`src/sv/crs_pkg.sv`:
```
// ----------------------------------------------------------------------------
// Catmull-Rom evaluator package
// Types, codes and sizes shared by the spline evaluator modules.
// ----------------------------------------------------------------------------
package crs_pkg;

    localparam int CRS_MAX_POINTS = 64;
    localparam int CRS_IDX_W      = $clog2(CRS_MAX_POINTS);
    localparam int CRS_CNT_W      = 7;
    localparam int CRS_T_W        = 17;
    localparam int CRS_COEF_W     = 38;
    localparam int CRS_PROD_W     = CRS_COEF_W + CRS_T_W + 1;
    localparam int CRS_LATENCY    = 11;
    localparam int CRS_TAIL_DEPTH = 7;

    localparam logic       OP_WRITE      = 1'b0;
    localparam logic       OP_EVAL       = 1'b1;
    localparam logic       MODE_CLAMPED  = 1'b0;
    localparam logic       MODE_STANDARD = 1'b1;
    localparam logic       STATUS_OK     = 1'b0;
    localparam logic       STATUS_FEW    = 1'b1;
    localparam logic [1:0] REG_MODE      = 2'd0;
    localparam logic [1:0] REG_COUNT     = 2'd1;

    localparam logic [CRS_T_W-1:0] T_ONE = CRS_T_W'(65536);

    typedef struct packed {
        logic                operation;
        logic [5:0]          point_index;
        logic signed [31:0]  coord_x;
        logic signed [31:0]  coord_y;
        logic signed [31:0]  coord_z;
        logic [CRS_T_W-1:0]  curve_t;
    } crs_in_t;

    typedef struct packed {
        logic signed [31:0] pos_x;
        logic signed [31:0] pos_y;
        logic signed [31:0] pos_z;
        logic               status;
    } crs_out_t;

    typedef struct packed {
        logic signed [31:0] x;
        logic signed [31:0] y;
        logic signed [31:0] z;
    } crs_point_t;

    typedef struct packed {
        logic                             valid;
        logic                             wr;
        logic                             few;
        logic [CRS_IDX_W-1:0]             widx;
        crs_point_t                       wdata;
        logic [3:0][CRS_IDX_W-1:0]        ridx;
        logic [CRS_T_W-1:0]               u;
    } crs_ctl_t;

    typedef struct packed {
        logic               valid;
        logic               few;
        logic [CRS_T_W-1:0] u;
    } crs_rd_t;

endpackage

```
`src/sv/crs_index.sv`:
```
// ----------------------------------------------------------------------------
// Segment index stages
// Captures a transfer, scales t by the segment count, picks the four entries.
// ----------------------------------------------------------------------------
module crs_index
    import crs_pkg::*;
(
    input  logic                 clk,
    input  logic                 rst_n,
    input  logic                 take,
    input  crs_in_t              in_item,
    input  logic                 mode,
    input  logic [CRS_CNT_W-1:0] count,
    output crs_ctl_t             ctl
);

    // stage 1
    logic                 v1_reg, op1_reg, mode1_reg;
    logic [CRS_IDX_W-1:0] widx1_reg;
    crs_point_t           pt1_reg;
    logic [CRS_T_W-1:0]   t1_reg;
    logic [CRS_CNT_W-1:0] n1_reg;
    // stage 2
    logic                 v2_reg, op2_reg, mode2_reg, few2_reg;
    logic [CRS_IDX_W-1:0] widx2_reg;
    crs_point_t           pt2_reg;
    logic [CRS_CNT_W-1:0] n2_reg, segs2_reg;
    logic [23:0]          scaled2_reg;
    // stage 3
    logic                 v3_reg;
    crs_ctl_t             ctl_reg;

    logic [CRS_T_W-1:0]   t_sat;
    logic [CRS_CNT_W-1:0] n_sat, segs;
    logic [23:0]          scaled_next;
    logic [7:0]           seg_raw, seg, s0, s3;
    logic [CRS_T_W-1:0]   u_next;
    crs_ctl_t             ctl_next;

    always_comb
    begin
        t_sat = (in_item.curve_t > T_ONE) ? T_ONE : in_item.curve_t;
        n_sat = (count > CRS_CNT_W'(CRS_MAX_POINTS)) ? CRS_CNT_W'(CRS_MAX_POINTS) : count;
        segs  = (mode1_reg == MODE_STANDARD) ? n1_reg - CRS_CNT_W'(3)
                                             : n1_reg - CRS_CNT_W'(1);
        scaled_next = 24'(t1_reg) * 24'(segs);
    end

    always_comb
    begin
        seg_raw = scaled2_reg[23:16];
        if (seg_raw >= 8'(segs2_reg))
        begin
            seg    = 8'(segs2_reg) - 8'd1;
            u_next = T_ONE;
        end
        else
        begin
            seg    = seg_raw;
            u_next = CRS_T_W'(scaled2_reg[15:0]);
        end
        s0 = (seg == 8'd0) ? seg : seg - 8'd1;
        s3 = ((seg + 8'd2) >= 8'(n2_reg)) ? seg + 8'd1 : seg + 8'd2;
        ctl_next.valid = v2_reg;
        ctl_next.wr    = (op2_reg == OP_WRITE);
        ctl_next.few   = few2_reg;
        ctl_next.widx  = widx2_reg;
        ctl_next.wdata = pt2_reg;
        ctl_next.u     = u_next;
        if (mode2_reg == MODE_STANDARD)
        begin
            ctl_next.ridx[0] = CRS_IDX_W'(seg);
            ctl_next.ridx[1] = CRS_IDX_W'(seg + 8'd1);
            ctl_next.ridx[2] = CRS_IDX_W'(seg + 8'd2);
            ctl_next.ridx[3] = CRS_IDX_W'(seg + 8'd3);
        end
        else
        begin
            ctl_next.ridx[0] = CRS_IDX_W'(s0);
            ctl_next.ridx[1] = CRS_IDX_W'(seg);
            ctl_next.ridx[2] = CRS_IDX_W'(seg + 8'd1);
            ctl_next.ridx[3] = CRS_IDX_W'(s3);
        end
    end

    always_ff @(posedge clk or negedge rst_n)
    begin
        if (!rst_n)
        begin
            v1_reg <= 1'b0;
            v2_reg <= 1'b0;
            v3_reg <= 1'b0;
        end
        else
        begin
            v1_reg <= take;
            v2_reg <= v1_reg;
            v3_reg <= v2_reg;
        end
    end

    always_ff @(posedge clk)
    begin
        op1_reg   <= in_item.operation;
        mode1_reg <= mode;
        widx1_reg <= in_item.point_index;
        pt1_reg   <= '{x: in_item.coord_x, y: in_item.coord_y, z: in_item.coord_z};
        t1_reg    <= t_sat;
        n1_reg    <= n_sat;

        op2_reg     <= op1_reg;
        mode2_reg   <= mode1_reg;
        few2_reg    <= (n1_reg < CRS_CNT_W'(4));
        widx2_reg   <= widx1_reg;
        pt2_reg     <= pt1_reg;
        n2_reg      <= n1_reg;
        segs2_reg   <= segs;
        scaled2_reg <= scaled_next;

        ctl_reg <= ctl_next;
    end

    always_comb
    begin
        ctl       = ctl_reg;
        ctl.valid = v3_reg;
    end

endmodule

```
`config.mk`:
```
export PLATFORM = sky130hd
export DESIGN_NAME = crs_index
export DESIGN_NICKNAME = d
export VERILOG_FILES = /design/src/sv/crs_pkg.sv /design/src/sv/crs_index.sv
export SDC_FILE = /design/constraint.sdc
export NUM_CORES = 1
export LEC_CHECK = 0
export BUFFER_PORTS_ARGS = -buffer_cell sky130_fd_sc_hd__buf_2
export CAP_MARGIN = 10
export CORE_UTILIZATION = 50
export DETAILED_ROUTE_END_ITERATION = 6
export HOLD_SLACK_MARGIN = 0.1
export PLACE_DENSITY = 0.74
export SLEW_MARGIN = 15
export SYNTH_ARGS = -nofsm -noshare
export SYNTH_HDL_FRONTEND = slang
export SYNTH_SLANG_ARGS = --single-unit
```
`constraint.sdc`:
```
create_clock -name clk -period 6.9 [get_ports clk]
set_input_delay 0.69 -clock clk [delete_from_list [all_inputs] [get_ports clk]]
set_output_delay 0.69 -clock clk [all_outputs]
set_load 0.03 [all_outputs]
```
## Yosys cells after proc, flatten, opt, wreduce, memory -nomap -nowiden

Index checks and enable logic that the tools add are counted.
W data, S select, Z words.

| cells by class | value |
|---|---|
| mux-type cells | 6 |
| add/subtract/negate cells | 7 |
| reductions and logical operators | 1 |
| bitwise gates (word level) | 1 |
| $mul | 1 |
| magnitude comparators | 5 |

Operators with widths:

| operator | number |
|---|---|
| $mul A17 B7 Y24 | 1 |
| $mux W24 | 1 |
| $gt A17 B17 Y1 const B | 1 |
| $mux W17 | 1 |
| $ge A8 B7 Y1 | 2 |
| $mux W6 | 2 |
| $add A8 B2 Y8 const B | 1 |
| $logic_not A8 Y1 | 1 |
| $mux W8 | 1 |
| $sub A7 B1 Y8 const B | 1 |
| $gt A7 B7 Y1 const B | 1 |
| $lt A7 B3 Y1 const B | 1 |
| $mux W7 | 1 |
| $sub A7 B1 Y7 const B | 1 |
| $sub A7 B2 Y7 const B | 1 |
| $add A6 B1 Y6 const B | 1 |
| $add A6 B2 Y6 const B | 1 |
| $sub A6 B1 Y6 const B | 1 |
| $not A1 Y1 | 1 |

| storage, ports and cells | value |
|---|---|
| register bits | 419 |
| logic and storage cells | 54 |
| output and inout port bits | 146 |
| bits of input ports | 131 |

## Longest topological paths before layout

Gate-level depths: netlist (run 1).

| logic depth | value |
|---|---|
| depth in word-level cells | 6 |
| gate-level depth with buffers | 23 |
| gate-level depth less buffers | 22 |

## Worst setup path after synthesis (run 1)

Ideal clock, no wire load.

| path | value |
|---|---|
| path kind | reg2reg |
| start point | register n1_reg[0] |
| end point | register scaled2_reg[21] |
| clock period less this slack | 5832 ps |
| cell stages (with the launch flop) | 23 |
| required time | 6777 ps |
| data arrival time | 5709 ps |
| setup time | 123 ps |
| setup slack | 1068 ps |
| path through | dfxtp_1 > inv_1 > clkbuf_1 > fa_1 > nand2_1 > xnor2_1 > clkbuf_1 > nand2_1 > fa_1 > fa_1 > inv_1 > fa_1 > inv_1 > fa_1 > inv_1 > ha_1 > o21ai_0 > a21oi_1 > o41a_1 > a211o_2 > a2111oi_4 > o21bai_1 > xor2_1 |

| between the ends | value |
|---|---|
| cells in the longest elaborated chain, start to end | 3 |
| elaborated cells between the ends (all ways) | 4 |
| classes of those cells | 2 x add/sub; 1 x mul; 1 x mux |

Ends and longest elaborated chain:

| item | RTL line | RTL |
|---|---|---|
| from (decl) | crs_index.sv:22 | `logic [CRS_CNT_W-1:0] n1_reg;` |
| from (signal assigned) | crs_index.sv:109 | `n1_reg <= n_sat;` |
| $sub A7 B1 Y7 or $sub A7 B2 Y7 (tied branches) | crs_index.sv:45, crs_index.sv:44 |  |
| $mux W7 (*) | crs_index.sv:44 | `segs = (mode1_reg == MODE_STANDARD) ? n1_reg - CRS_CNT_W'(3)` |
| net segs[0] | crs_index.sv:34 | `logic [CRS_CNT_W-1:0] n_sat, segs;` |
| $mul A17 B7 Y24 (*) | crs_index.sv:46 | `scaled_next = 24'(t1_reg) * 24'(segs);` |
| net scaled_next[21] | crs_index.sv:35 | `logic [23:0] scaled_next;` |
| to (signal assigned) | crs_index.sv:118 | `scaled2_reg <= scaled_next;` |
| to (decl) | crs_index.sv:28 | `logic [23:0] scaled2_reg;` |

The timed path passes the listed nets; every way through them passes the cells marked *.
A chain may end at the register's enable or synchronous reset.

## Worst setup path in the final report (run 1)

| path | value |
|---|---|
| start point | register mode1_reg |
| end point | register scaled2_reg[21] |

| between the ends | value |
|---|---|
| cells in the longest elaborated chain, start to end | 2 |

Ends and longest elaborated chain:

| item | RTL line | RTL |
|---|---|---|
| from (decl) | crs_index.sv:18 | `logic v1_reg, op1_reg, mode1_reg;` |
| from (signal assigned) | crs_index.sv:105 | `mode1_reg <= mode;` |
| $mux W7 | crs_index.sv:44 |  |
| $mul A17 B7 Y24 | crs_index.sv:46 |  |
| net scaled_next[21] | crs_index.sv:35 |  |

The timed path passes the listed nets, and every way through them passes these cells.

==> results.md, run 1 <==
- Internal: 4.78 mW
- Setup violations, final: 0
- Fmax: 157 MHz
- Fraction of registers with async set/reset: 0.716%
- CP Capture Type: flop
- Largest area contributor in the netlist: dfxtp_1
- Worst EP arrival: 6.77 ns
- Sequential-to-total area share from yosys stat: 60.7%
- Worst-Margin Slew: 0.878 ns
- DR WL/cell: 16.1 um
- Layout net count: 1682
- Placed Instances: 1711
- Combinational group share of total power: 31.0%
- P_sw: 2.39 mW
- DR DRC count: 0
- Post-Place Setup Slack: 0.508 ns
- Synthesized flop and latch total: 419
- Slew Viols, Final: 0
- Worst-case clock buffer depth: 3
- Final GP Congestion: 0.921
- Layout cell share with drive strength beyond 1: 25.6%
- Final Hold Fails: 0
- Largest net degree at the start of global routing: 31
- H-tree levels: 2
- Chip Width: 168 um
- Commonest non-fill, non-tap cells in the layout: dfxtp_1, buf_2, inv_1, and2_1, fa_1
- Max reg flops: 145
- Cell Rows: 60
- Routed vias: 8506
- Root Buffer: clkbuf_16
- DP Area: 0.0157 mm^2
- Pwr dens: 422 mW/mm^2
- Final Worst Setup Slack: 0.538 ns
- # fillers: 2064
- Pre-Repair DR Iteration Count: 5
- Clk slew on worst S/H paths: 0.06 ns
- Initial antenna violation count: 7
- Die height: 168 um
- Syn Nets: 1373
- TNS Setup: 0 ns
- Max cap viols: 0
- Clock Sinks: 419
- Synth warnings: 0
- Synth-to-Final Area Change: 22.7%
- Unrepaired setup endpoints after global routing: false
- Clock Latency Late Sink: 0.53 ns
- Die Area: 0.0284 mm^2
- 1st-iter DRT viols: 365
- First-pass GRT wire length: 43.4 mm
- Number of global-route vias before repair: 8489
- Routed Antenna Nets: 0
- Starting Density: 51.2%
- Tmin final: 6.36 ns
- Post-synth top flop: dfxtp_1
- Critical path class: flop to flop
- Commonest non-fill, non-tap cell in the layout: dfxtp_1
- Outcome: finished clean
- Number of port buffers: 276
- Post-DP HPWL: 21.4 mm
- Hold Crit Class: primary input to flop
- Num CTS Buffers: 39
- Mapped Area: 0.0138 mm^2
- GR Util All Layers: 19.8%
- FF/Latch Area: 0.00840 mm^2
- Final period util: 92.2%
- Finished Layout Cells: 1789
- Slew HR: 41.2%
- Synth cell types: 55
- CP startpoint kind: flop
- Pleak: 8.05 nW
- Sequential power share: 39.7%
- Top post-synthesis cells by area: dfxtp_1, fa_1, ha_1
- Worst EP required: 7.30 ns
- Part of the power in the clock network: 29.2%
- Combined area of the multi-input logic cells: 0.00498 mm^2
- Worst R2R Path Depth: 19
- Syn avg cell area: 12.6 um^2
- EDFF count, synth: 0
- # IOs: 277
- Total Routed Length: 28.8 mm
- Post-DR vias/cell: 4.75
- Net Sw Frac: 33.3%
- Synth top area share: 60.1%
- Post-Synthesis Cells: 1103
- Critical path peak fanout: 14
- Design area: 0.0170 mm^2
- Final Skew: 0.0239 ns
- Std-Cell Core Area: 0.0270 mm^2
- GR Overflow Total: 0
- Peak supply drop: 208 uV
- CTS tree: built
- Hold path depth: 1
==> cells in the mapped netlist, types with 2 or more instances <==
master / count
and2_1: 78
nor2_1: 32
nor3_1: 3
buf_2: 2
nand2_1: 61
o211ai_1: 4
dfxtp_1: 416
o21bai_1: 7
or3_1: 2
a41oi_1: 3
o21ai_0: 18
xor2_1: 14
buf_4: 2
a31oi_1: 3
a211oi_1: 4
a211oi_2: 3
ha_1: 64
a21oi_1: 28
o21a_1: 5
xnor2_1: 35
dfrtp_1: 3
a211o_1: 2
fa_1: 75
nand3_1: 10
or4_1: 2
inv_1: 109
a21o_1: 7
nor4_1: 6
nor2b_1: 48
mux2i_4: 2
a21oi_2: 2
mux2_2: 3
a21o_2: 2
nand4_1: 6
mux2i_1: 7
o31ai_1: 3
clkbuf_1: 14
==> power by group through the flow <==
stage | clock network (mW) | logic [mW] | registers (mW)
2_1_floorplan | 0 | 1.35 | 3.17
3_3_place_gp | 0 | 2.18 | 2.89
3_5_place_dp | 0 | 2.22 | 2.90
4_1_cts | 2.14 | 2.24 | 2.85
5_1_grt | 2.24 | 2.45 | 2.87
6_report | 2.09 | 2.22 | 2.85
==> worst max-delay path: stages, from the launching register on <==
cell       delay, ns
dfxtp_1         0.38
inv_1           0.06
ha_1            0.28
a211oi_1        0.43
nand2_1         0.18
xnor2_2         0.61
buf_4           0.27
and2_1          0.15
fa_1            0.46
fa_1            0.52
fa_1            0.52
fa_1            0.49
ha_1            0.38
a21oi_1         0.16
o21ai_0         0.16
nor2b_1         0.18
a211o_2         0.35
a2111oi_4       0.39
o21bai_1        0.14
xor2_1          0.15
==> layer usage <==
metal / part of all wire [%] / GRT usage (%) / up-vias
li1: - / - / 4122
met1: 39 / 23.0 / 3985
met2: 50 / 34.4 / 334
met3: 7.1 / 4.33 / 65
met4: 3.6 / 10.4 / 0
met5: 0 / 0 / -
==> layout make-up <==
cell class	instances	area share [%]
inverter	111	2.47
clock inverter	13	0.913
multi-input combinational	555	29.3
clock buffer	57	6.67
antenna	7	0.103
timing repair buffer	286	8.59
sequential	419	49.5
tap	341	2.51
==> logic make-up after synthesis <==
family | synth area share, %
AO/OA/AOI/OAI | 5.31
XOR/XNOR | 3.10
adder cells (fa/ha/maj) | 16.6
buffers and inverters | 3.59
flip-flops | 60.7
multiplexers | 1.08
AND/OR/NAND/NOR | 9.61
==> stage by stage <==
| stage | utilization [%] | total power, mW | hold slack, ns |
|---|---|---|---|
| floorplan | - | 4.52 | 0.310 |
| global placement | 58.0 | 5.07 | 0.310 |
| detailed placement | 58.0 | 5.12 | 0.312 |
| CTS | 62.8 | 7.22 | 0.231 |
| global route | 62.9 | 7.56 | 0.229 |
| finish | 62.9 | 7.16 | 0.251 |
==> final timing paths <==
kind | from | end | slack, ns
setup / recovery | mode1_reg | scaled2_reg[21] | 0.54
hold / removal | in_item[31] | pt1_reg[14] | 0.25
setup reg to reg | mode1_reg | scaled2_reg[21] | 0.54
hold reg to reg | ctl_next[84] | ctl[84] | 0.31
max in group asynchronous | rst_n | v3_reg | 6.32
min in group asynchronous | rst_n | v1_reg | 0.48
==> what timing repair did <==
action	4_1_cts	5_1_grt
endpoints found under the hold margin	3	0
hold buffers	1	0
resized for setup	0	0
buffers inserted	0	0
Power figures use the tool's default switching activity.
==> run 2: changes to the inputs <==
--- a/config.mk
+++ b/config.mk
@@ -7,10 +7,11 @@
 export LEC_CHECK = 0
 export BUFFER_PORTS_ARGS = -buffer_cell sky130_fd_sc_hd__buf_2
 export CAP_MARGIN = 10
-export CORE_UTILIZATION = 50
+export CORE_MARGIN = 2
+export CORE_UTILIZATION = 54
 export DETAILED_ROUTE_END_ITERATION = 6
 export HOLD_SLACK_MARGIN = 0.1
-export PLACE_DENSITY = 0.74
+export PLACE_DENSITY = 0.79
 export SLEW_MARGIN = 15
 export SYNTH_ARGS = -nofsm -noshare
 export SYNTH_HDL_FRONTEND = slang
==> results.md, run 2 (synthesized netlist as in run 1, its figures left out) <==
- Synth-to-Final Area Change: 21.8%
- Met2 wire len: 14.0 mm
- Die height: 164 um
- DR DRC count: 0
- CP Capture Type: flop
- DR WL met3: 2.16 mm
- Clock Latency Late Sink: 0.52 ns
- # fillers: 1790
- Post-DR vias/cell: 4.76
- Max reg flops: 145
- First-pass GRT wire length: 42.9 mm
- Clock Sinks: 419
- Number of port buffers: 276
- DR WL/cell: 15.9 um
- DP Area: 0.0156 mm^2
- Critical path class: flop to flop
- Post-DP HPWL: 21.0 mm
- Routed Antenna Nets: 0
- Setup violations, final: 0
- Slew HR: 30.4%
- Highest metal used: met4
- Final period util: 90.3%
- Final Hold Fails: 0
- Initial antenna violation count: 4
- Tmin final: 6.23 ns
- Max cap viols: 0
- P_sw: 2.33 mW
- Slew Viols, Final: 0
- Starting Density: 55.0%
- Std-Cell Core Area: 0.0252 mm^2
- Cts repair resizes: 0
- Outcome: finished clean
- Post-CTS Setup Bufs: 0
- Pre-Repair DR Iteration Count: 4
- Largest net degree at the start of global routing: 31
- Layout net count: 1680
- Critical path peak fanout: 14
- Root Buffer: clkbuf_16
- Num CTS Buffers: 38
- Routed vias: 8412
- GR Util All Layers: 20.4%
- Worst-Margin Slew: 1.04 ns
- Commonest non-fill, non-tap cells in the layout: dfxtp_1, buf_2, inv_1, and2_1, fa_1
- Final GP Congestion: 0.918
- Number of global-route vias before repair: 8533
- H-tree levels: 2
- Peak supply drop: 323 uV
- Combinational group share of total power: 31.4%
- Final Skew: 0.0124 ns
- Pwr dens: 420 mW/mm^2
- FF/Latch Area: 0.00840 mm^2
- Fmax: 160 MHz
- Chip Width: 164 um
- GR Overflow Total: 0
- Commonest non-fill, non-tap cell in the layout: dfxtp_1
- Final Util: 67.0%
- CP startpoint kind: flop
- Sequential power share: 40.3%
- Part of the power in the clock network: 28.4%
- 1st-iter DRT viols: 427
- Pleak: 7.98 nW
- Unrepaired setup endpoints after global routing: false
- Cell Rows: 58
- Net Sw Frac: 33.0%
- Clk slew on worst S/H paths: 0.06 ns
- TNS Setup: 0 ns
- Worst EP required: 7.31 ns
- CTS tree: built
- Internal: 4.75 mW
- Layout cell share with drive strength beyond 1: 24.9%
- Total Routed Length: 28.1 mm
- Worst EP arrival: 6.64 ns
- Combined area of the multi-input logic cells: 0.00495 mm^2
- Worst-case clock buffer depth: 3
- WL met1: 11.2 mm
- Die Area: 0.0269 mm^2
- Design area: 0.0169 mm^2
- # IOs: 277
- Hold Crit Class: primary input to flop
-- run 2: changes by cell type in the layout (fill, tap and decap cells not counted) --
cell	previous run	this run
bufinv_16	1	2
clkbuf_1	9	11
clkbuf_16	39	38
inv_6	2	0
inv_16	2	0
xnor2_2	3	1
xnor2_1	32	34
clkinv_2	6	3
xor2_1	13	14
buf_4	9	8
diode_2	7	4
xor2_2	1	0
clkinv_8	0	2
clkbuf_8	9	6
-- run 2: area by class of cell --
cell class	instances	share of cell area, %
multi-input cells	555	29.4
clock buffers	55	6.37
diodes	4	0.0593
repair buffers	285	8.60
well taps	330	2.45
flip-flops and latches	419	49.8
inverters	111	2.48
clock inverters	9	0.860
-- run 2: stage by stage --
step                      worst slack (ns)  cells  power [mW]  hold WS, ns
after global routing                 0.230   1768        7.48        0.233
after floorplan                       1.07   1103        4.52        0.310
after CTS                            0.592   1764        7.12        0.242
after detailed placement             0.631   1699        5.10        0.312
final                                0.668   1768        7.08        0.257
after global placement               0.768   1699        5.03        0.310
-- run 2: worst paths after layout --
path / from / end / slack, ns / cells after the start
max reg2reg: n1_reg[0] / scaled2_reg[23] / 0.67 / 20
min in group asynchronous: rst_n / v1_reg / 0.53 / 2
max in group asynchronous: rst_n / v3_reg / 6.27 / 2
min reg2reg: ctl_next[97] / ctl[97] / 0.32 / 0
min: in_item[71] / pt1_reg[54] / 0.26 / 1
max: n1_reg[0] / scaled2_reg[23] / 0.67 / 20
-- run 2: layer usage --
metal / up-vias / GRT usage [%]
li1: 4108 / -
met1: 3983 / 24.0
met2: 270 / 36.3
met3: 51 / 5.18
met4: 0 / 6.98
met5: - / 0
-- run 2: repair_timing --
item	4_1_cts	5_1_grt
endpoints found under the hold margin	3	0
hold buffers	1	0
setup endpoints to repair	0	0
-- run 2: power by group through the flow --
stage | registers, mW | clock network [mW] | logic, mW
final | 2.85 | 2.01 | 2.22
after global routing | 2.88 | 2.15 | 2.46
after CTS | 2.85 | 2.05 | 2.22
after detailed placement | 2.90 | 0 | 2.20
after global placement | 2.89 | 0 | 2.14
after floorplan | 3.17 | 0 | 1.35
-- run 2: critical path: stages, from the launching register on --
cell	delay (ns)
dfxtp_1	0.42
inv_1	0.15
fa_1	0.24
nand2_1	0.08
xnor2_1	0.82
buf_4	0.27
and2_1	0.16
fa_1	0.42
fa_1	0.51
fa_1	0.54
inv_1	0.05
fa_1	0.52
inv_1	0.04
ha_1	0.36
a211o_1	0.28
a21oi_1	0.16
a21oi_1	0.09
a211o_2	0.33
a2111oi_4	0.38
o31ai_1	0.15
xnor2_1	0.13
==> run 3: changes to the inputs <==
--- a/config.mk
+++ b/config.mk
@@ -5,7 +5,7 @@
 export SDC_FILE = /design/constraint.sdc
 export NUM_CORES = 1
 export LEC_CHECK = 0
-export BUFFER_PORTS_ARGS = -buffer_cell sky130_fd_sc_hd__buf_2
+export BUFFER_PORTS_ARGS = -buffer_cell sky130_fd_sc_hd__buf_4
 export CAP_MARGIN = 10
 export CORE_MARGIN = 2
 export CORE_UTILIZATION = 54
==> results.md, run 3 (synthesized netlist as in run 1, its figures left out) <==
- Number of global-route vias before repair: 8601
- Outcome: finished clean
- Final GP Congestion: 0.911
- Layout cell share with drive strength beyond 1: 25.2%
- Total power draw: 7.15 mW
- Routed vias: 8472
- GR Overflow Total: 0
- Fmax: 161 MHz
- Max reg flops: 145
- # IOs: 277
- Hold buffer count at cts: 1
- Die height: 164 um
- P_sw: 2.37 mW
- Starting Density: 55.0%
- Commonest non-fill, non-tap cells in the layout: dfxtp_1, buf_4, inv_1, and2_1, fa_1
- Worst-case clock buffer depth: 3
- Combinational group share of total power: 32.8%
- Slew Viols, Final: 0
- CP Capture Type: flop
- R2R Setup Slk: 0.70 ns
- Post-CTS Setup Bufs: 0
- Post-Place Setup Slack: 0.546 ns
- Peak supply drop: 300 uV
- Initial antenna violation count: 0
- Clk slew on worst S/H paths: 0.06 ns
- Root Buffer: clkbuf_16
- GR Util All Layers: 21.3%
- CP startpoint kind: flop
- Max cap viols: 0
- Std-Cell Core Area: 0.0252 mm^2
- Die Area: 0.0269 mm^2
- Pre-Repair DR Iteration Count: 5
- H-tree levels: 2
- Slew HR: 48.2%
- Post-DP HPWL: 21.5 mm
- Critical path class: flop to flop
- Placed Instances: 1699
- Hold Crit Class: primary input to flop
- Number of port buffers: 276
- Synth-to-Final Area Change: 26.5%
- Routed Antenna Nets: 0
- Worst-Margin Slew: 0.776 ns
- Final period util: 89.8%
- Finished Layout Cells: 1764
- # diodes: 0
- Tmin final: 6.20 ns
- Commonest non-fill, non-tap cell in the layout: dfxtp_1
- Part of the power in the clock network: 27.3%
- Setup violations, final: 0
- Final Hold Fails: 0
- Final Skew: 0.0158 ns
- Layout net count: 1680
- Num CTS Buffers: 38
- Largest net degree at the start of global routing: 31
- Sequential power share: 39.9%
- 1st-iter DRT viols: 483
- Final Util: 69.6%
- Clock Latency Late Sink: 0.53 ns
- WHS: 0.263 ns
- Worst EP arrival: 6.61 ns
- Cts repair resizes: 0
- First-pass GRT wire length: 44.8 mm
- Critical path peak fanout: 14
- Pleak: 8.21 nW
- Total Routed Length: 29.6 mm
- DR DRC count: 0
- Post-DR vias/cell: 4.80
- TNS Setup: 0 ns
- Net Sw Frac: 33.2%
- Pwr dens: 408 mW/mm^2
- Chip Width: 164 um
- Cell Rows: 58
- Internal: 4.78 mW
- Worst EP required: 7.31 ns
- DP Area: 0.0163 mm^2
- CTS tree: built
- Unrepaired setup endpoints after global routing: false
- DR WL/cell: 16.8 um
- Final Worst Setup Slack: 0.700 ns
- Clock Sinks: 419
- Design area: 0.0175 mm^2
[run 3: worst paths after layout]
| check | start | endpoint | depth (start not counted) |
|---|---|---|---|
| hold / removal | in_item[100] | pt1_reg[83] | 1 |
| max in group asynchronous | rst_n | v1_reg | 2 |
| min in group asynchronous | rst_n | v2_reg | 2 |
| hold reg to reg | pt1_reg[39] | ctl_next[80] | 0 |
| setup reg to reg | n1_reg[0] | scaled2_reg[22] | 21 |
| setup / recovery | n1_reg[0] | scaled2_reg[22] | 21 |
[run 3: routing by layer]
layer  GRT usage [%]  share of wire (%)  vias to the layer above
li1                -                  -                     4100
met1            24.4                 39                     4049
met2            39.4                 52                      285
met3            5.96                8.4                       38
met4            4.94                1.6                        0
met5               0                  0                        -
[run 3: power by group through the flow]
stage	clock [mW]	sequential (mW)	combinational [mW]
after floorplan	0	3.17	1.35
after global placement	0	2.90	2.25
after detailed placement	0	2.90	2.31
after CTS	1.99	2.86	2.34
after global routing	2.09	2.88	2.56
final	1.95	2.86	2.35
[run 3: layout make-up]
cell class	instances	area (um^2)
tap	330	413
timing repair buffer	285	2140
fill	1722	7660
clock buffer	53	1080
clock inverter	11	105
sequential	419	8400
multi-input combinational	555	4960
inverter	111	419
[run 3: worst max-delay path, cell delays in order, from the launching register on]
cell,delay (ns)
dfxtp_1,0.58
inv_1,0.14
fa_1,0.46
nand2_1,0.12
xnor2_2,0.22
buf_4,0.23
and2_1,0.17
fa_1,0.51
fa_1,0.52
fa_1,0.55
inv_1,0.05
fa_1,0.53
inv_1,0.04
ha_1,0.37
nand2_1,0.06
o21ai_0,0.38
a211oi_1,0.12
buf_4,0.18
or4_1,0.50
nand3_1,0.11
a21oi_1,0.10
xnor2_1,0.13
